**src/sv/bsp_pkg.sv**
```systemverilog
// Package for the bencode stream parser: event and error codes, parser
// phases and the result word type. No dependencies.
package bsp_pkg;

    localparam logic [3:0] EV_MAP   = 4'd0;
    localparam logic [3:0] EV_LIST  = 4'd1;
    localparam logic [3:0] EV_END   = 4'd2;
    localparam logic [3:0] EV_INT   = 4'd3;
    localparam logic [3:0] EV_KBYTE = 4'd4;
    localparam logic [3:0] EV_KEND  = 4'd5;
    localparam logic [3:0] EV_VBYTE = 4'd6;
    localparam logic [3:0] EV_VEND  = 4'd7;
    localparam logic [3:0] EV_NULL  = 4'd8;
    localparam logic [3:0] EV_ERR   = 4'd9;

    localparam logic [2:0] ER_BADLEN  = 3'd0;
    localparam logic [2:0] ER_NOCOLON = 3'd1;
    localparam logic [2:0] ER_NODIGIT = 3'd2;
    localparam logic [2:0] ER_NOEND   = 3'd3;
    localparam logic [2:0] ER_DEEP    = 3'd4;
    localparam logic [2:0] ER_LONG    = 3'd5;
    localparam logic [2:0] ER_OVF     = 3'd6;
    localparam logic [2:0] ER_TRUNC   = 3'd7;

    localparam logic [7:0] CH_D     = 8'h64;
    localparam logic [7:0] CH_L     = 8'h6C;
    localparam logic [7:0] CH_I     = 8'h69;
    localparam logic [7:0] CH_E     = 8'h65;
    localparam logic [7:0] CH_COLON = 8'h3A;
    localparam logic [7:0] CH_MINUS = 8'h2D;
    localparam logic [7:0] CH_ZERO  = 8'h30;
    localparam logic [7:0] CH_NINE  = 8'h39;

    localparam logic [31:0] MAX_LEN_RESET = 32'd1048576;

    // UTF-8 bounds on the second byte of a sequence
    localparam logic [2:0] UB_NONE = 3'd0;
    localparam logic [2:0] UB_E0   = 3'd1;
    localparam logic [2:0] UB_ED   = 3'd2;
    localparam logic [2:0] UB_F0   = 3'd3;
    localparam logic [2:0] UB_F4   = 3'd4;

    typedef enum logic [8:0] {
        PH_VALUE  = 9'b000000001,
        PH_ITEM   = 9'b000000010,
        PH_KEY    = 9'b000000100,
        PH_KLEN   = 9'b000001000,
        PH_VLEN   = 9'b000010000,
        PH_KBYTES = 9'b000100000,
        PH_VBYTES = 9'b001000000,
        PH_INT    = 9'b010000000,
        PH_ERROR  = 9'b100000000
    } phase_t;

    typedef struct packed {
        logic [3:0]  ev;
        logic [7:0]  data;
        logic [63:0] ival;
        logic        text;
        logic [2:0]  err;
        logic [6:0]  depth;
        logic        last;
    } result_t;

    function automatic result_t make_res(input logic [3:0] ev, input logic [7:0] data,
                                         input logic [63:0] ival, input logic text,
                                         input logic [2:0] err, input logic [6:0] depth);
        result_t r;
        r.ev    = ev;
        r.data  = data;
        r.ival  = ival;
        r.text  = text;
        r.err   = err;
        r.depth = depth;
        r.last  = 1'b0;
        return r;
    endfunction

endpackage

```
**src/sv/bencode_stream_parser_core.sv**
```systemverilog
// Bencode stream parser, top level: byte in, token event words out.
// Depends on bsp_pkg and bsp_ram (container stack below the top entry).
// The first result word is on m_tdata in the cycle after the byte is taken.
// Throughput: one byte per cycle while m_tready is high and each byte yields at
// most one word; a byte yielding two or three words holds s_tready low until
// the three-entry result queue, draining one word per cycle, is at its last word.
// Reset (rst_n low, async): parser idle at top level, limit 1048576, queue
// empty; the stack RAM is not cleared, only written entries are ever read.
module bencode_stream_parser_core #(
    parameter int MAX_DEPTH = 64
) (
    input  logic        clk,
    input  logic        rst_n,
    // configuration: max_string_length
    input  logic        cfg_valid,
    output logic        cfg_ready,
    input  logic [31:0] cfg_data,
    // input bytes
    input  logic        s_tvalid,
    output logic        s_tready,
    input  logic [7:0]  s_tdata,   // [7:0] in_byte
    input  logic        s_tlast,   // stream_end
    // result words
    output logic        m_tvalid,
    input  logic        m_tready,
    output logic [87:0] m_tdata,   // [7:0] data_byte, [71:8] integer_value,
                                   // [72] is_text, [75:73] error_code,
                                   // [82:76] nest_depth, [87:83] zero
    output logic [3:0]  m_tuser,   // [3:0] event_res
    output logic        m_tlast    // last
);
    import bsp_pkg::*;

    localparam int DW = $clog2(MAX_DEPTH + 1);
    localparam int AW = (MAX_DEPTH > 1) ? $clog2(MAX_DEPTH) : 1;
    localparam int RD = 1 << AW;

    logic [31:0]   max_len_reg;
    phase_t        ph_reg, ph_n;
    logic [DW-1:0] depth_reg, depth_n;
    logic          top_reg, top_n;
    logic [31:0]   acc_reg, acc_n, rem_reg, rem_n;
    logic [63:0]   mag_reg, mag_n;
    logic          neg_reg, neg_n, dig_reg, dig_n;
    logic [1:0]    up_reg, up_n;
    logic [2:0]    usb_reg, usb_n;
    logic          uv_reg, uv_n;
    logic          byp_reg, byp_val_reg;

    result_t       q_reg [3];
    logic [1:0]    cnt_reg;

    logic          accept, pop_out;
    logic [7:0]    b;
    logic          is_dig;
    logic [3:0]    dval;
    logic [35:0]   lbase, lsum;
    logic          lover;
    logic [67:0]   isum, ilimit;
    logic          below;
    logic          push_we;
    logic          do_start, do_pop;
    logic [DW-1:0] rd_depth, rd_tmp;
    logic [AW-1:0] ram_raddr, ram_waddr;
    logic [DW-1:0] wr_tmp;
    logic          ram_rdata;
    result_t       r [3];
    logic [1:0]    n;
    logic [7:0]    lo, hi;

    assign cfg_ready = 1'b1;
    assign accept    = s_tvalid && s_tready;
    assign pop_out   = m_tvalid && m_tready;
    // take a byte when the queue is empty or its last word leaves now
    assign s_tready  = (cnt_reg == 2'd0) || (cnt_reg == 2'd1 && m_tready);

    assign b      = s_tdata;
    assign is_dig = (b >= CH_ZERO) && (b <= CH_NINE);
    assign dval   = 4'(b - CH_ZERO);

    // length times ten plus digit, by shift and add
    assign lbase = (ph_reg == PH_KLEN || ph_reg == PH_VLEN) ? {4'd0, acc_reg} : 36'd0;
    assign lsum  = {lbase[32:0], 3'b000} + {lbase[34:0], 1'b0} + {32'd0, dval};
    assign lover = lsum > {4'd0, max_len_reg};

    // magnitude limit: 2^63 for a negative integer, 2^63 - 1 otherwise
    assign isum   = {1'b0, mag_reg, 3'b000} + {3'b000, mag_reg, 1'b0} + {64'd0, dval};
    assign ilimit = neg_reg ? {4'd0, 1'b1, 63'd0} : {4'd0, 1'b0, {63{1'b1}}};

    // entry just below the top of stack; bypass a write that raced the read
    assign below = byp_reg ? byp_val_reg : ram_rdata;

    always_comb
    begin
        ph_n     = ph_reg;
        depth_n  = depth_reg;
        top_n    = top_reg;
        acc_n    = acc_reg;
        rem_n    = rem_reg;
        mag_n    = mag_reg;
        neg_n    = neg_reg;
        dig_n    = dig_reg;
        up_n     = up_reg;
        usb_n    = usb_reg;
        uv_n     = uv_reg;
        push_we  = 1'b0;
        do_start = 1'b0;
        do_pop   = 1'b0;
        lo       = 8'h80;
        hi       = 8'hBF;
        n        = 2'd0;
        for (int k = 0; k < 3; k++)
        begin
            r[k] = make_res(EV_MAP, 8'd0, 64'd0, 1'b0, 3'd0, 7'd0);
        end

        unique case (ph_reg)
            PH_VALUE:
                do_start = 1'b1;
            PH_ITEM:
                if (b == CH_E) do_pop = 1'b1;
                else           do_start = 1'b1;
            PH_KEY:
            begin
                if (b == CH_E)
                begin
                    do_pop = 1'b1;
                end
                else if (is_dig)
                begin
                    acc_n = lsum[31:0];
                    if (lover)
                    begin
                        r[n] = make_res(EV_ERR, 8'd0, 64'd0, 1'b0, ER_LONG, 7'(depth_reg));
                        n = n + 2'd1;
                        ph_n = PH_ERROR;
                    end
                    else
                    begin
                        ph_n = PH_KLEN;
                    end
                end
                else
                begin
                    r[n] = make_res(EV_ERR, 8'd0, 64'd0, 1'b0, ER_BADLEN, 7'(depth_reg));
                    n = n + 2'd1;
                    ph_n = PH_ERROR;
                end
            end
            PH_KLEN, PH_VLEN:
            begin
                if (is_dig)
                begin
                    if (lover)
                    begin
                        r[n] = make_res(EV_ERR, 8'd0, 64'd0, 1'b0, ER_LONG, 7'(depth_reg));
                        n = n + 2'd1;
                        ph_n = PH_ERROR;
                    end
                    else
                    begin
                        acc_n = lsum[31:0];
                    end
                end
                else if (b != CH_COLON)
                begin
                    r[n] = make_res(EV_ERR, 8'd0, 64'd0, 1'b0, ER_NOCOLON, 7'(depth_reg));
                    n = n + 2'd1;
                    ph_n = PH_ERROR;
                end
                else if (ph_reg == PH_KLEN)
                begin
                    rem_n = acc_reg;
                    if (acc_reg == 32'd0)
                    begin
                        r[n] = make_res(EV_KEND, 8'd0, 64'd0, 1'b0, 3'd0, 7'(depth_reg));
                        n = n + 2'd1;
                        ph_n = PH_VALUE;
                    end
                    else
                    begin
                        ph_n = PH_KBYTES;
                    end
                end
                else
                begin
                    rem_n = acc_reg;
                    up_n  = 2'd0;
                    usb_n = UB_NONE;
                    uv_n  = 1'b1;
                    if (acc_reg == 32'd0)
                    begin
                        r[n] = make_res(EV_NULL, 8'd0, 64'd0, 1'b0, 3'd0, 7'(depth_reg));
                        n = n + 2'd1;
                        r[n] = make_res(EV_VEND, 8'd0, 64'd0, 1'b1, 3'd0, 7'(depth_reg));
                        n = n + 2'd1;
                        ph_n = (depth_reg == '0) ? PH_VALUE : (top_reg ? PH_KEY : PH_ITEM);
                    end
                    else
                    begin
                        ph_n = PH_VBYTES;
                    end
                end
            end
            PH_KBYTES:
            begin
                r[n] = make_res(EV_KBYTE, b, 64'd0, 1'b0, 3'd0, 7'(depth_reg));
                n = n + 2'd1;
                rem_n = (rem_reg != 32'd0) ? rem_reg - 32'd1 : 32'd0;
                if (rem_n == 32'd0)
                begin
                    r[n] = make_res(EV_KEND, 8'd0, 64'd0, 1'b0, 3'd0, 7'(depth_reg));
                    n = n + 2'd1;
                    ph_n = PH_VALUE;
                end
            end
            PH_VBYTES:
            begin
                r[n] = make_res(EV_VBYTE, b, 64'd0, 1'b0, 3'd0, 7'(depth_reg));
                n = n + 2'd1;
                // advance the UTF-8 checker by one byte
                if (uv_reg)
                begin
                    if (up_reg == 2'd0)
                    begin
                        usb_n = UB_NONE;
                        if (b < 8'h80)
                        begin
                            up_n = 2'd0;
                        end
                        else if (b >= 8'hC2 && b <= 8'hDF)
                        begin
                            up_n = 2'd1;
                        end
                        else if (b >= 8'hE0 && b <= 8'hEF)
                        begin
                            up_n  = 2'd2;
                            usb_n = (b == 8'hE0) ? UB_E0 : (b == 8'hED) ? UB_ED : UB_NONE;
                        end
                        else if (b >= 8'hF0 && b <= 8'hF4)
                        begin
                            up_n  = 2'd3;
                            usb_n = (b == 8'hF0) ? UB_F0 : (b == 8'hF4) ? UB_F4 : UB_NONE;
                        end
                        else
                        begin
                            uv_n = 1'b0;
                        end
                    end
                    else
                    begin
                        case (usb_reg)
                            UB_E0:   lo = 8'hA0;
                            UB_ED:   hi = 8'h9F;
                            UB_F0:   lo = 8'h90;
                            UB_F4:   hi = 8'h8F;
                            default: ;
                        endcase
                        if (b < lo || b > hi)
                        begin
                            uv_n = 1'b0;
                        end
                        else
                        begin
                            up_n  = up_reg - 2'd1;
                            usb_n = UB_NONE;
                        end
                    end
                end
                rem_n = (rem_reg != 32'd0) ? rem_reg - 32'd1 : 32'd0;
                if (rem_n == 32'd0)
                begin
                    r[n] = make_res(EV_VEND, 8'd0, 64'd0, uv_n && (up_n == 2'd0), 3'd0,
                                    7'(depth_reg));
                    n = n + 2'd1;
                    ph_n = (depth_reg == '0) ? PH_VALUE : (top_reg ? PH_KEY : PH_ITEM);
                end
            end
            PH_INT:
            begin
                if (b == CH_MINUS && !dig_reg && !neg_reg)
                begin
                    neg_n = 1'b1;
                end
                else if (is_dig)
                begin
                    if (isum > ilimit)
                    begin
                        r[n] = make_res(EV_ERR, 8'd0, 64'd0, 1'b0, ER_OVF, 7'(depth_reg));
                        n = n + 2'd1;
                        ph_n = PH_ERROR;
                    end
                    else
                    begin
                        mag_n = isum[63:0];
                        dig_n = 1'b1;
                    end
                end
                else if (!dig_reg)
                begin
                    r[n] = make_res(EV_ERR, 8'd0, 64'd0, 1'b0, ER_NODIGIT, 7'(depth_reg));
                    n = n + 2'd1;
                    ph_n = PH_ERROR;
                end
                else if (b == CH_E)
                begin
                    r[n] = make_res(EV_INT, 8'd0, neg_reg ? (64'd0 - mag_reg) : mag_reg,
                                    1'b0, 3'd0, 7'(depth_reg));
                    n = n + 2'd1;
                    ph_n = (depth_reg == '0) ? PH_VALUE : (top_reg ? PH_KEY : PH_ITEM);
                end
                else
                begin
                    r[n] = make_res(EV_ERR, 8'd0, 64'd0, 1'b0, ER_NOEND, 7'(depth_reg));
                    n = n + 2'd1;
                    ph_n = PH_ERROR;
                end
            end
            PH_ERROR: ;
            default: ;
        endcase

        if (do_pop)
        begin
            depth_n = (depth_reg != '0) ? depth_reg - DW'(1) : '0;
            top_n   = below;
            r[n] = make_res(EV_END, 8'd0, 64'd0, 1'b0, 3'd0, 7'(depth_n));
            n = n + 2'd1;
            ph_n = (depth_n == '0) ? PH_VALUE : (below ? PH_KEY : PH_ITEM);
        end

        if (do_start)
        begin
            if (b == CH_D || b == CH_L)
            begin
                if (depth_reg >= DW'(MAX_DEPTH))
                begin
                    r[n] = make_res(EV_ERR, 8'd0, 64'd0, 1'b0, ER_DEEP, 7'(depth_reg));
                    n = n + 2'd1;
                    ph_n = PH_ERROR;
                end
                else
                begin
                    push_we = 1'b1;
                    depth_n = depth_reg + DW'(1);
                    top_n   = (b == CH_D);
                    r[n] = make_res((b == CH_D) ? EV_MAP : EV_LIST, 8'd0, 64'd0, 1'b0, 3'd0,
                                    7'(depth_n));
                    n = n + 2'd1;
                    ph_n = (b == CH_D) ? PH_KEY : PH_ITEM;
                end
            end
            else if (b == CH_I)
            begin
                mag_n = 64'd0;
                neg_n = 1'b0;
                dig_n = 1'b0;
                ph_n  = PH_INT;
            end
            else if (is_dig)
            begin
                acc_n = lsum[31:0];
                if (lover)
                begin
                    r[n] = make_res(EV_ERR, 8'd0, 64'd0, 1'b0, ER_LONG, 7'(depth_reg));
                    n = n + 2'd1;
                    ph_n = PH_ERROR;
                end
                else
                begin
                    ph_n = PH_VLEN;
                end
            end
            else
            begin
                r[n] = make_res(EV_ERR, 8'd0, 64'd0, 1'b0, ER_BADLEN, 7'(depth_reg));
                n = n + 2'd1;
                ph_n = PH_ERROR;
            end
        end

        // end of stream: flag an unfinished value, then drop all parse state
        if (s_tlast)
        begin
            if (ph_n != PH_ERROR && !(ph_n == PH_VALUE && depth_n == '0))
            begin
                r[n] = make_res(EV_ERR, 8'd0, 64'd0, 1'b0, ER_TRUNC, 7'(depth_n));
                n = n + 2'd1;
            end
            ph_n    = PH_VALUE;
            depth_n = '0;
            acc_n   = 32'd0;
            rem_n   = 32'd0;
            mag_n   = 64'd0;
            neg_n   = 1'b0;
            dig_n   = 1'b0;
            up_n    = 2'd0;
            usb_n   = UB_NONE;
            uv_n    = 1'b1;
        end

        if (n != 2'd0)
        begin
            r[n - 2'd1].last = 1'b1;
        end
    end

    // stack RAM holds every entry below the top; the top lives in top_reg
    assign wr_tmp    = depth_reg - DW'(1);
    assign ram_waddr = wr_tmp[AW-1:0];
    assign rd_depth  = accept ? depth_n : depth_reg;
    assign rd_tmp    = rd_depth - DW'(2);
    assign ram_raddr = rd_tmp[AW-1:0];

    bsp_ram #(
        .WIDTH (1),
        .DEPTH (RD)
    ) u_stack (
        .clk   (clk),
        .we    (accept && push_we && (depth_reg != '0)),
        .waddr (ram_waddr),
        .wdata (top_reg),
        .raddr (ram_raddr),
        .rdata (ram_rdata)
    );

    always_ff @(posedge clk or negedge rst_n)
    begin
        if (!rst_n)
        begin
            max_len_reg <= MAX_LEN_RESET;
            ph_reg      <= PH_VALUE;
            depth_reg   <= '0;
            top_reg     <= 1'b0;
            acc_reg     <= 32'd0;
            rem_reg     <= 32'd0;
            mag_reg     <= 64'd0;
            neg_reg     <= 1'b0;
            dig_reg     <= 1'b0;
            up_reg      <= 2'd0;
            usb_reg     <= UB_NONE;
            uv_reg      <= 1'b1;
            byp_reg     <= 1'b0;
            byp_val_reg <= 1'b0;
            cnt_reg     <= 2'd0;
        end
        else
        begin
            if (cfg_valid && cfg_ready)
            begin
                max_len_reg <= cfg_data;
            end
            if (accept)
            begin
                ph_reg      <= ph_n;
                depth_reg   <= depth_n;
                top_reg     <= top_n;
                acc_reg     <= acc_n;
                rem_reg     <= rem_n;
                mag_reg     <= mag_n;
                neg_reg     <= neg_n;
                dig_reg     <= dig_n;
                up_reg      <= up_n;
                usb_reg     <= usb_n;
                uv_reg      <= uv_n;
                byp_reg     <= push_we;
                byp_val_reg <= top_reg;
                cnt_reg     <= n;
            end
            else if (pop_out)
            begin
                cnt_reg <= cnt_reg - 2'd1;
            end
        end
    end

    // result queue: load all words of a byte at once, shift one out per word
    always_ff @(posedge clk)
    begin
        if (accept)
        begin
            q_reg[0] <= r[0];
            q_reg[1] <= r[1];
            q_reg[2] <= r[2];
        end
        else if (pop_out)
        begin
            q_reg[0] <= q_reg[1];
            q_reg[1] <= q_reg[2];
        end
    end

    assign m_tvalid = (cnt_reg != 2'd0);
    assign m_tuser  = q_reg[0].ev;
    assign m_tlast  = q_reg[0].last;
    assign m_tdata  = {5'd0, q_reg[0].depth, q_reg[0].err, q_reg[0].text,
                       q_reg[0].ival, q_reg[0].data};
endmodule

```
**src/sv/bsp_ram.sv**
```systemverilog
// Generic single-port-write, single-port-read RAM with registered read.
// No dependencies.
module bsp_ram #(
    parameter int WIDTH = 1,
    parameter int DEPTH = 64
) (
    input  logic                     clk,
    input  logic                     we,
    input  logic [$clog2(DEPTH)-1:0] waddr,
    input  logic [WIDTH-1:0]         wdata,
    input  logic [$clog2(DEPTH)-1:0] raddr,
    output logic [WIDTH-1:0]         rdata
);
    logic [WIDTH-1:0] mem [DEPTH];

    always_ff @(posedge clk)
    begin
        if (we)
        begin
            mem[waddr] <= wdata;
        end
        rdata <= mem[raddr];
    end
endmodule
```
**config.mk**
```make
export PLATFORM = sky130hd
export DESIGN_NAME = bencode_stream_parser_core
export DESIGN_NICKNAME = d
export VERILOG_FILES = /design/src/sv/bsp_pkg.sv /design/src/sv/bencode_stream_parser_core.sv /design/src/sv/bsp_ram.sv
export SDC_FILE = /design/constraint.sdc
export NUM_CORES = 1
export LEC_CHECK = 0
export BUFFER_PORTS_ARGS = -buffer_cell sky130_fd_sc_hd__buf_2
export CORE_ASPECT_RATIO = 1.25
export CORE_MARGIN = 5
export CORE_UTILIZATION = 50
export CTS_CLUSTER_DIAMETER = 60
export DETAILED_ROUTE_END_ITERATION = 6
export PLACE_DENSITY = 0.67
export SLEW_MARGIN = 20
export SYNTH_ARGS = -nofsm -noshare
export SYNTH_HDL_FRONTEND = slang
export SYNTH_HIERARCHICAL = 1
export SYNTH_SLANG_ARGS = --single-unit
```
**constraint.sdc**
```tcl
create_clock -name clk -period 22.5 [get_ports clk]
set_clock_uncertainty 0.1 [all_clocks]
set_input_delay 4.5 -clock clk [delete_from_list [all_inputs] [get_ports clk]]
set_output_delay 4.5 -clock clk [all_outputs]
set_load 0.02 [all_outputs]
```
# After elaboration in Yosys (flattened, before gate mapping)

Memories as Yosys holds them, arrays and structs flattened. A register that Yosys moved wholly into a read port is not among the register bits.
Cells that the tools add are included.
W data, S select, Z words.

RAM bits: 328
Input bits: 46
Output and inout port bits: 96
Memories: 2
Register bits: 189
Word-level logic and storage cells: 354

Equality and inequality tests: 30
Bitwise gates (word level): 6
Reduce and logical (&&, ||, !) cells: 46
Multiplexer cells: 217
Order comparisons: 22
Add/subtract/negate cells: 16

Memory list:

| memory      | words | width | read ports | clocked after memory_dff | write ports | line                             | RTL |
|---|---|---|---|---|---|---|---|
| q_reg       | 3     | 88    | 3          | 0                        | 3           | bencode_stream_parser_core.sv:50 | `result_t q_reg [3];` |
| u_stack.mem | 64    | 1     | 1          | 1                        | 1           | bsp_ram.sv:14                    | `logic [WIDTH-1:0] mem [DEPTH];` |

Operators with widths:

| kind                    | count |
|---|---|
| $mux W264               | 10 |
| $bwmux W264             | 7 |
| $mux W88                | 19 |
| $demux W88 S2           | 4 |
| $mux W64                | 10 |
| $mux W32                | 14 |
| $pmux W88 S5            | 1 |
| $pmux W88 S3            | 1 |
| $mux W87                | 3 |
| $mux W9                 | 22 |
| $mux W176               | 1 |
| $pmux W32 S2            | 2 |
| $add A67 B65 Y68        | 1 |
| $add A68 B4 Y68         | 1 |
| $gt A68 B64 Y1          | 1 |
| $logic_not A32 Y1       | 2 |
| $mux W2                 | 32 |
| $sub A1 B64 Y64 const A | 1 |
| $mux W7                 | 8 |
| $mux W3                 | 18 |
| $mux W1                 | 50 |
| $mux W8                 | 6 |
| $pmux W9 S5             | 1 |
| $add A35 B33 Y36        | 1 |
| 59 further kinds        | 121 |

# Logic depth before layout (Yosys ltp)

Gate-level depths: netlist of the first run.

Word-level depth: 30
Mapped depth: 41
Depth with buffers taken out: 37

# By module

The synthesis of the first run kept the hierarchy.

By module, submodules not included:

| module                     | sequential area each (um2) | instances | cells an instance | area an instance (um2) |
|---|---|---|---|---|
| bencode_stream_parser_core | 8,276.7                    | 1         | 3,135             | 26,774.4 |
| bsp_ram                    | 1,941.9                    | 1         | 205               | 2,936.6 |

# Worst setup path after synthesis of the first run

OpenSTA, ideal clock, no wires.

Path type: input-to-reg
From: in s_tdata[3]
To: mem q_reg[0][10] (netlist name), data pin
Stages on the path: 34
Library setup time: 0.264 ns
Setup slack: 9.562 ns
Data required time: 22.136 ns
Arrival time: 12.575 ns
Buffers on the path: 2
Cells stage by stage: clkbuf_1 -> xnor2_1 -> ha_1 -> a31o_2 -> ha_1 -> o211ai_1 -> o21a_1 -> a2111oi_0 -> nor2_1 -> o21a_1 -> o21bai_1 -> a21oi_1 -> xnor2_1 -> ha_1 -> nand4_1 -> or4_1 -> nor4_1 -> a211oi_1 -> a22oi_1 -> nand3_1 -> a2111oi_0 -> a21oi_1 -> a211oi_1 -> ha_1 -> o21ai_0 -> ha_1 -> o31ai_1 -> inv_1 -> ha_1 -> and2_1 -> a21boi_1 -> nor2_2 -> buf_2 -> a31oi_1

RTL lines:

| element            | line                             | RTL |
|---|---|---|
| start: declaration | bencode_stream_parser_core.sv:21 | `input logic [7:0] s_tdata,` |
| end: declaration   | bencode_stream_parser_core.sv:50 |  |

==> flow_summary_export.csv, run 1 <==
group,metric,value,unit
logic_synthesis,yosys_warnings,6,
logic_synthesis,synth_flop_cell,"dfrtp_1",
grt,grt_usage,26.5,%
place,pre_cts_ws,7.48,ns
setup_path,critPathBufInv,3,
die,die_y,283,um
logic_synthesis,synthArstFlopShare,50.8,%
run_status,outcome,"complete, no violations",
sta,rsz0062_at_grt,"false",
clock_network,numCtsBuffers,43,
clock_network,clock_path_buffers,3,
sta,drv_slew,0,
clock_network,clock_latency,0.59,ns
setup_path,r2r_start,"ph_reg[1]",
route,detailroute.via_count,25600,
clock_network,clock-sinks,372,
route,wire_per_inst,21.6,um
logic_synthesis,synth_cells,3340,
setup_path,criticalPathCategory,"in -> reg",
sta,slew_headroom,12.8,%
setup_path,end_kind,"flop",
place,place_hpwl,66100,um
logic_synthesis,synth_edf_count,182,
logic_synthesis,syn_area,29700,um2
setup_path,cp-startpoint,"s_tdata[3]",
layout,final_area,31700,um2
clock_network,clk_pin_slew,0.06,ns
sta,fin_crit_sh,64.4,%
sta,finalCriticalPeriod,14.50,ns
die,pin_count,142,
min_path,hold_path_depth,2,
die,core,59200,um2
sta,max_freq,69.0,MHz
die,initial_utilization,50.2,%
setup_path,r2r_setup_slack,10.48,ns
route,drtIter0Drc,1867,
sta,final_hold_viol_count,0,
logic_synthesis,yosys-top-cells-area,"edfxtp_1, dfrtp_1, ha_1",
min_path,holdCritStartpoint,"byp_val_reg",
setup_path,worstPathRequired,22.80,ns
grt,grt_pass1_wl,140000,um
route,ant_nets,0,
layout,final_core_util,53.6,%
min_path,holdCritPathClass,"reg -> reg",
place,portBuffers,135,
setup_path,rr_worst_depth,38,
grt,grt_start_max_net_pins,87,
place,gp_congestion,0.978,
layout,area_growth,6.77,%
layout,fill_cells,5458,
clock_network,postCtsHoldBufs,0,
clock_network,post-cts-setup-buffer-count,0,
setup_path,slowest_stage,"nor4b_1",
route,first_pass_iters,6,
route,remaining_drc_errors,0,
die,rows,100,
min_path,min_to,"byp_val_reg",
setup_path,cp_common_cell,"ha_1",
sta,tns,0,ns
layout,largest_reg_flops,118,
logic_synthesis,yosys.area.top_type,"edfxtp_1",
power,p_leak,14.5,nW
sta,setup_ws,8.00,ns
grt,grt_pass1_vias,25800,
clock_network,htreeDepth,2,
sta,worstMarginPinSlew,1.30,ns
clock_network,cts_resized,0,
logic_synthesis,syn_avg_cell_area,8.90,um2
grt,antenna_found_initial,6,
route,via_per_inst,6.26,
setup_path,path_delay_family,"simple AND/OR/NAND/NOR gates",
logic_synthesis,ys_seq_area_share,34.4,%
logic_synthesis,synth_common_cells,"nand2_1, nor2_1, ha_1, a21oi_1, o21ai_0",
route,drt-total-wl,88400,um
grt,overflow,0,
layout,drive_gt1_share,8.68,%
setup_path,cp-start-kind,"input port",
power,p_per_area,78.5,nW/um2
logic_synthesis,yosys_register_bits,372,
clock_network,cts_tree,"yes",
logic_synthesis,ys_types,93,
layout,final_nets,3640,
flow_run,drv_cap,0,
logic_synthesis,synth_top_area_share,18.4,%
setup_path,r2r_end,"q_reg[0][29]",
setup_path,cpPeakStageDelay,0.73,ns
sta,finalSetupViolCount,0,
place,placed_cell_area,30200,um2
die,dieArea,64400,um2
setup_path,crit_fanout,64,
clock_network,root_buffer,"clkbuf_16",
setup_path,arrival,14.80,ns
die,die_w,228,um
power,vdd_drop_max,0.0000722,V
[where the power goes]
group          internal, W  switching, W  leakage [nW]
logic             0.000263      0.000593          9.35
clock network     0.000445      0.000301         0.731
registers         0.000831     0.0000571          4.45
[per-stage QoR]
| step | instances | total power [W] | hold WS (ns) |
|---|---|---|---|
| floorplan | 3344 | 0.00155 | 0.341 |
| global placement | 4004 | 0.00173 | 0.353 |
| detailed placement | 4004 | 0.00175 | 0.387 |
| CTS | 4083 | 0.00250 | 0.401 |
| global route | 4083 | 0.00262 | 0.432 |
| finish | 4087 | 0.00249 | 0.394 |
[kinds of logic after synthesis]
group,count (synthesis),synth area share (%)
fa+ha+maj,310,13.1
mux,39,2.07
simple gates,1128,18.5
xor+xnor,178,5.25
compound gates,934,20.6
other cells,2,0.0253
buf+inv,377,6.11
flops,372,34.4
[tightest hold or removal path, stage by stage, from the launching register on]
cell	delay, ns
dfrtp_1	0.35
nand2_1	0.05
nand2_1	0.06
[worst max path at each step]
stage	endpoint	slack, ns	cells after the start
floorplan	q_reg[0][10]	9.56	34
global placement	q_reg[0][14]	7.89	33
detailed placement	q_reg[0][14]	7.48	33
CTS	q_reg[0][14]	8.06	33
global route	q_reg[0][37]	7.34	35
finish	q_reg[0][29]	8.00	33
[final cells by class]
| type | count | area, um2 | area share (%) |
|---|---|---|---|
| multi-input combinational | 2595 | 17700 | 56.0 |
| sequential | 372 | 10200 | 32.2 |
| clock buffer | 59 | 1240 | 3.91 |
| tap | 765 | 957 | 3.02 |
| timing repair buffer | 162 | 887 | 2.80 |
| inverter | 110 | 413 | 1.30 |
| clock inverter | 20 | 243 | 0.765 |
| antenna | 4 | 10.0 | 0.0316 |
[placed cells by master (no fill, tap or decap), drive strengths merged, types with 12 or more instances in the layout]
cell / Yosys / layout
a211oi: 35 / 35
a21o: 36 / 36
a21oi: 238 / 238
a22o: 98 / 98
a22oi: 14 / 14
a31oi: 40 / 40
and2: 43 / 43
and3: 31 / 31
buf: 118 / 161
clkbuf: 149 / 60
dfrtp: 186 / 186
edfxtp: 182 / 182
ha: 307 / 307
inv: 109 / 113
mux2i: 19 / 19
mux4: 16 / 16
nand2: 312 / 312
nand2b: 25 / 25
nand3: 83 / 83
nand4: 58 / 58
nor2: 314 / 314
nor2b: 30 / 30
nor3: 69 / 69
nor4: 46 / 46
o211ai: 32 / 32
o21a: 23 / 23
o21ai: 215 / 215
o21bai: 20 / 20
o22ai: 22 / 22
o31ai: 56 / 56
o41ai: 12 / 12
or2: 12 / 12
or3: 33 / 33
or4: 23 / 23
xnor2: 75 / 75
xor2: 103 / 103
[routing by layer]
layer,vias to the layer above,routed length (um),global-route usage [%]
li1,12200,-,-
met1,12300,35100,30.3
met2,787,44800,49.0
met3,243,4230,4.17
met4,4,4230,12.0
met5,-,19,0
(Power assumes the default switching activity.)
==> inputs of run 2 (changes only) <==
==> constraint.sdc (replaced) <==
create_clock -name clk -period 14.7 [get_ports clk]
set_clock_uncertainty 0.1 [all_clocks]
set_input_delay 2.94 -clock clk [delete_from_list [all_inputs] [get_ports clk]]
set_output_delay 2.94 -clock clk [all_outputs]
set_load 0.02 [all_outputs]
==> flow_summary_export.csv, run 2 (synthesis results as in run 1) <==
group,metric,value,unit
power,p_comb_share,34.5,%
power,seqPwrFrac,35.9,%
sta,finalCriticalPeriod,13.00,ns
power,p_sw_share,38.3,%
place,portBuffers,135,
setup_path,worstPathRequired,15.02,ns
setup_path,cpPeakStageDelay,0.66,ns
route,ant_nets,0,
setup_path,cp-start-kind,"input port",
sta,drv_slew,0,
die,dieArea,64400,um2
setup_path,criticalPathCategory,"in -> reg",
setup_path,crit_fanout,64,
clock_network,root_buffer,"clkbuf_16",
sta,finalSetupViolCount,0,
sta,final_hold_viol_count,0,
route,detailroute.via_count,25800,
grt,grt_pass1_vias,25600,
flow_run,drv_cap,0,
run_status,outcome,"complete, no violations",
clock_network,post-cts-setup-buffer-count,0,
clock_network,cts_resized,0,
clock_network,clock_path_buffers,3,
die,pin_count,142,
die,die_y,283,um
grt,antenna_found_initial,4,
layout,layout_common_cells,"nor2_1, nand2_1, ha_1",
power,p_clk_share,29.6,%
layout,largest_reg_flops,118,
clock_network,htreeDepth,2,
grt,overflow,0,
sta,slew_headroom,31.5,%
route,via_per_inst,6.30,
layout,layout_commonest_cell,"nor2_1",
power,switchingPower,0.00145,W
die,rows,100,
route,drt-total-wl,88200,um
route,wire_per_inst,21.6,um
place,place_hpwl,66300,um
setup_path,end_kind,"flop",
power,p_per_area,119,nW/um2
setup_path,arrival,13.32,ns
route,drtIter0Drc,1942,
clock_network,cts_tree,"yes",
sta,max_freq,76.9,MHz
clock_network,numCtsBuffers,44,
min_path,holdCritPathClass,"reg -> reg",
sta,fin_crit_sh,88.5,%
layout,drive_gt1_share,8.73,%
place,gp_congestion,0.972,
sta,rsz0062_at_grt,"false",
clock_network,clock-sinks,372,
power,cell_internal_pwr,0.00234,W
layout,final_nets,3642,
place,dp.cells,4005,
setup_path,slowest_stage,"nand3_4",
die,initial_utilization,50.2,%
die,die_w,228,um
route,first_pass_iters,6,
layout,area_growth,6.76,%
sta,tns,0,ns
layout,finalNonFillerCells,4088,
grt,grt_usage,26.5,%
route,remaining_drc_errors,0,
grt,grt_pass1_wl,140000,um
die,core,59200,um2
clock_network,postCtsHoldBufs,0,
clock_network,clock_latency,0.59,ns
grt,grt_start_max_net_pins,87,
sta,worstMarginPinSlew,1.02,ns
power,p_leak,14.5,nW
clock_network,clk_pin_slew,0.06,ns
power,vdd_drop_max,0.0000955,V
-- run 2: worst max-delay path, delay by kind of cell --
family	cells	cell delay, ns
AOI/OAI and AO/OA	15	5.34
xor gates and xnor gates	1	0.28
adders and majority gates	6	2.24
buffers and inverters	3	0.52
and+or+nand+nor	8	1.93
-- run 2: path summary, 6_finish.rpt --
path                                   from  slack (ns)             end  cells past startpoint
worst max-delay path             s_tdata[3]        1.70    q_reg[0][46]                     33
worst min-delay path            byp_val_reg        0.39     byp_val_reg                      2
worst max register to register    ph_reg[1]        2.81    q_reg[0][46]                     38
worst min register to register  byp_val_reg        0.39     byp_val_reg                      2
max in group asynchronous             rst_n       10.08         neg_reg                      3
min in group asynchronous             rst_n        2.32  max_len_reg[9]                      1
-- run 2: metal layers --
| metal | vias to the layer above | track usage (%) | wire length (um) |
|---|---|---|---|
| met5 | - | 0 | 27 |
| met4 | 4 | 11.3 | 3840 |
| met3 | 230 | 3.32 | 4120 |
| met2 | 857 | 49.4 | 45300 |
| met1 | 12400 | 30.9 | 35000 |
| li1 | 12200 | - | - |
-- run 2: final cells by class --
cell class	instances	area (um2)
Clock buffer	61	1240
Multi-Input combinational cell	2595	17800
Clock inverter	20	231
Antenna cell	2	5.00
Fill cell	5443	27500
Inverter	110	413
Sequential cell	372	10200
Timing Repair Buffer	163	895
Tap cell	765	957
-- run 2: power groups by stage --
stage                     registers [W]  clock network [W]  logic [W]
after floorplan                 0.00134                  0    0.00103
after global placement          0.00138                  0    0.00127
after detailed placement        0.00138                  0    0.00129
after CTS                       0.00136            0.00115    0.00130
after global routing            0.00137            0.00118    0.00142
final                           0.00136            0.00112    0.00131
-- run 2: per-stage QoR --
step	cell area (um2)	power, W	utilization (%)	hold slack [ns]	setup WS [ns]
final	31700	0.00379	53.6	0.389	1.70
after global routing	31700	0.00397	53.6	0.415	0.950
after CTS	31700	0.00380	53.6	0.395	1.78
after detailed placement	30200	0.00267	51.1	0.376	1.16
after global placement	30200	0.00265	51.1	0.353	1.59
after floorplan	29700	0.00237	-	0.341	3.32
==> inputs of run 3 (changes only) <==
--- a/config.mk
+++ b/config.mk
@@ -6,7 +6,6 @@
 export NUM_CORES = 1
 export LEC_CHECK = 0
 export BUFFER_PORTS_ARGS = -buffer_cell sky130_fd_sc_hd__buf_2
-export CORE_ASPECT_RATIO = 1.25
 export CORE_MARGIN = 5
 export CORE_UTILIZATION = 50
 export CTS_CLUSTER_DIAMETER = 60
==> flow_summary_export.csv, run 3 (synthesis results as in run 1) <==
group,metric,value,unit
run_status,outcome,"complete, no violations",
clock_network,clk_pin_slew,0.06,ns
sta,drv_slew,0,
clock_network,post-cts-setup-buffer-count,0,
grt,grt_pass1_wl,139000,um
sta,final_hold_viol_count,0,
sta,fin_crit_sh,88.0,%
setup_path,end_kind,"flop",
sta,finalSetupViolCount,0,
sta,rsz0062_at_grt,"false",
setup_path,criticalPathCategory,"in -> reg",
route,remaining_drc_errors,0,
grt,overflow,0,
setup_path,cp_common_cell,"ha_1",
place,dp.cells,4014,
flow_run,drv_cap,0,
setup_path,cp-start-kind,"input port",
setup_path,crit_fanout,64,
setup_path,cpPeakStageDelay,0.78,ns
clock_network,clock_path_buffers,3,
route,wire_per_inst,21.4,um
layout,fill_cells,5459,
route,drt-total-wl,88000,um
layout,finalNonFillerCells,4105,
grt,grt_usage,26.5,%
sta,slew_headroom,28.2,%
min_path,holdCritPathClass,"reg -> reg",
setup_path,arrival,13.25,ns
die,die_y,254,um
layout,layout_commonest_cell,"nor2_1",
clock_network,numCtsBuffers,47,
sta,tns,0,ns
clock_network,root_buffer,"clkbuf_16",
die,pin_count,142,
grt,grt_start_max_net_pins,108,
clock_network,clock_latency,0.60,ns
place,portBuffers,135,
die,die_w,254,um
clock_network,htreeDepth,2,
layout,layout_common_cells,"nor2_1, nand2_1, ha_1",
clock_network,cts_resized,0,
layout,largest_reg_flops,118,
die,dieArea,64400,um2
clock_network,postCtsHoldBufs,0,
route,detailroute.via_count,25700,
setup_path,worstPathRequired,15.02,ns
clock_network,clock-sinks,372,
power,p_per_area,120,nW/um2
setup_path,slowest_stage,"a211oi_1",
route,via_per_inst,6.26,
layout,drive_gt1_share,8.83,%
sta,finalCriticalPeriod,12.93,ns
die,initial_utilization,50.4,%
route,first_pass_iters,6,
die,core,58900,um2
power,p_leak,14.6,nW
sta,worstMarginPinSlew,1.08,ns
power,vdd_drop_max,0.000115,V
grt,antenna_found_initial,3,
place,place_hpwl,66300,um
route,drtIter0Drc,2024,
grt,grt_pass1_vias,25200,
layout,final_nets,3647,
sta,max_freq,77.3,MHz
clock_network,cts_tree,"yes",
route,ant_nets,0,
place,gp_congestion,0.972,
die,rows,89,
layout,area_growth,7.07,%
-- run 3: cell count changes in the layout (fill, tap and decap cells not counted), moves of 2 or more --
cell / previous run / this run
clkbuf_1: 11 / 14
clkbuf_16: 45 / 48
clkbuf_8: 6 / 4
inv_6: 4 / 7
-- run 3: layer usage --
layer | GRT usage (%) | wire [um] | up-vias
li1 | - | - | 12300
met1 | 35.7 | 38600 | 12500
met2 | 44.1 | 41200 | 800
met3 | 3.73 | 4860 | 183
met4 | 9.11 | 3190 | 4
met5 | 0 | 34 | -
-- run 3: worst paths after layout --
path / from / endpoint / slack (ns) / depth (start not counted)
setup / recovery: s_tdata[3] / q_reg[0][14] / 1.77 / 33
hold / removal: byp_val_reg / byp_val_reg / 0.39 / 2
setup reg to reg: ph_reg[1] / q_reg[0][14] / 2.60 / 40
hold reg to reg: byp_val_reg / byp_val_reg / 0.39 / 2
max in group asynchronous: rst_n / max_len_reg[18] / 10.82 / 3
min in group asynchronous: rst_n / depth_reg[5] / 2.15 / 1
-- run 3: critical path, delay by kind of cell --
family / cells / cell delay [ns]
XOR/XNOR: 1 / 0.24
AO/OA/AOI/OAI: 17 / 5.75
adder cells (fa/ha/maj): 6 / 2.23
buffers and inverters: 3 / 0.50
AND/OR/NAND/NOR: 6 / 1.48
-- run 3: layout make-up --
class | count | area, um2 | area share, %
Sequential cell | 372 | 10200 | 32.1
Inverter | 110 | 413 | 1.30
Clock inverter | 23 | 234 | 0.735
Tap cell | 773 | 967 | 3.04
Multi-Input combinational cell | 2595 | 17700 | 55.8
Clock buffer | 65 | 1290 | 4.07
Timing Repair Buffer | 165 | 933 | 2.93
Antenna cell | 2 | 5.00 | 0.0157
-- run 3: power by group --
group | leakage, nW | switching [W] | internal, W
sequential | 4.45 | 0.0000904 | 0.00127
clock | 0.739 | 0.000478 | 0.000676
combinational | 9.37 | 0.000893 | 0.000403
-- run 3: through the flow --
step           hold slack, ns  setup slack [ns]  area, um2  utilization (%)  total power, W
4_1_cts                 0.387              1.85      31800             53.9         0.00383
5_1_grt                 0.415             0.964      31800             54.0         0.00401
3_5_place_dp            0.374              1.23      30200             51.3         0.00267
6_report                0.386              1.77      31800             54.0         0.00381
3_3_place_gp            0.353              1.72      30200             51.3         0.00265
2_1_floorplan           0.341              3.32      29700                -         0.00237
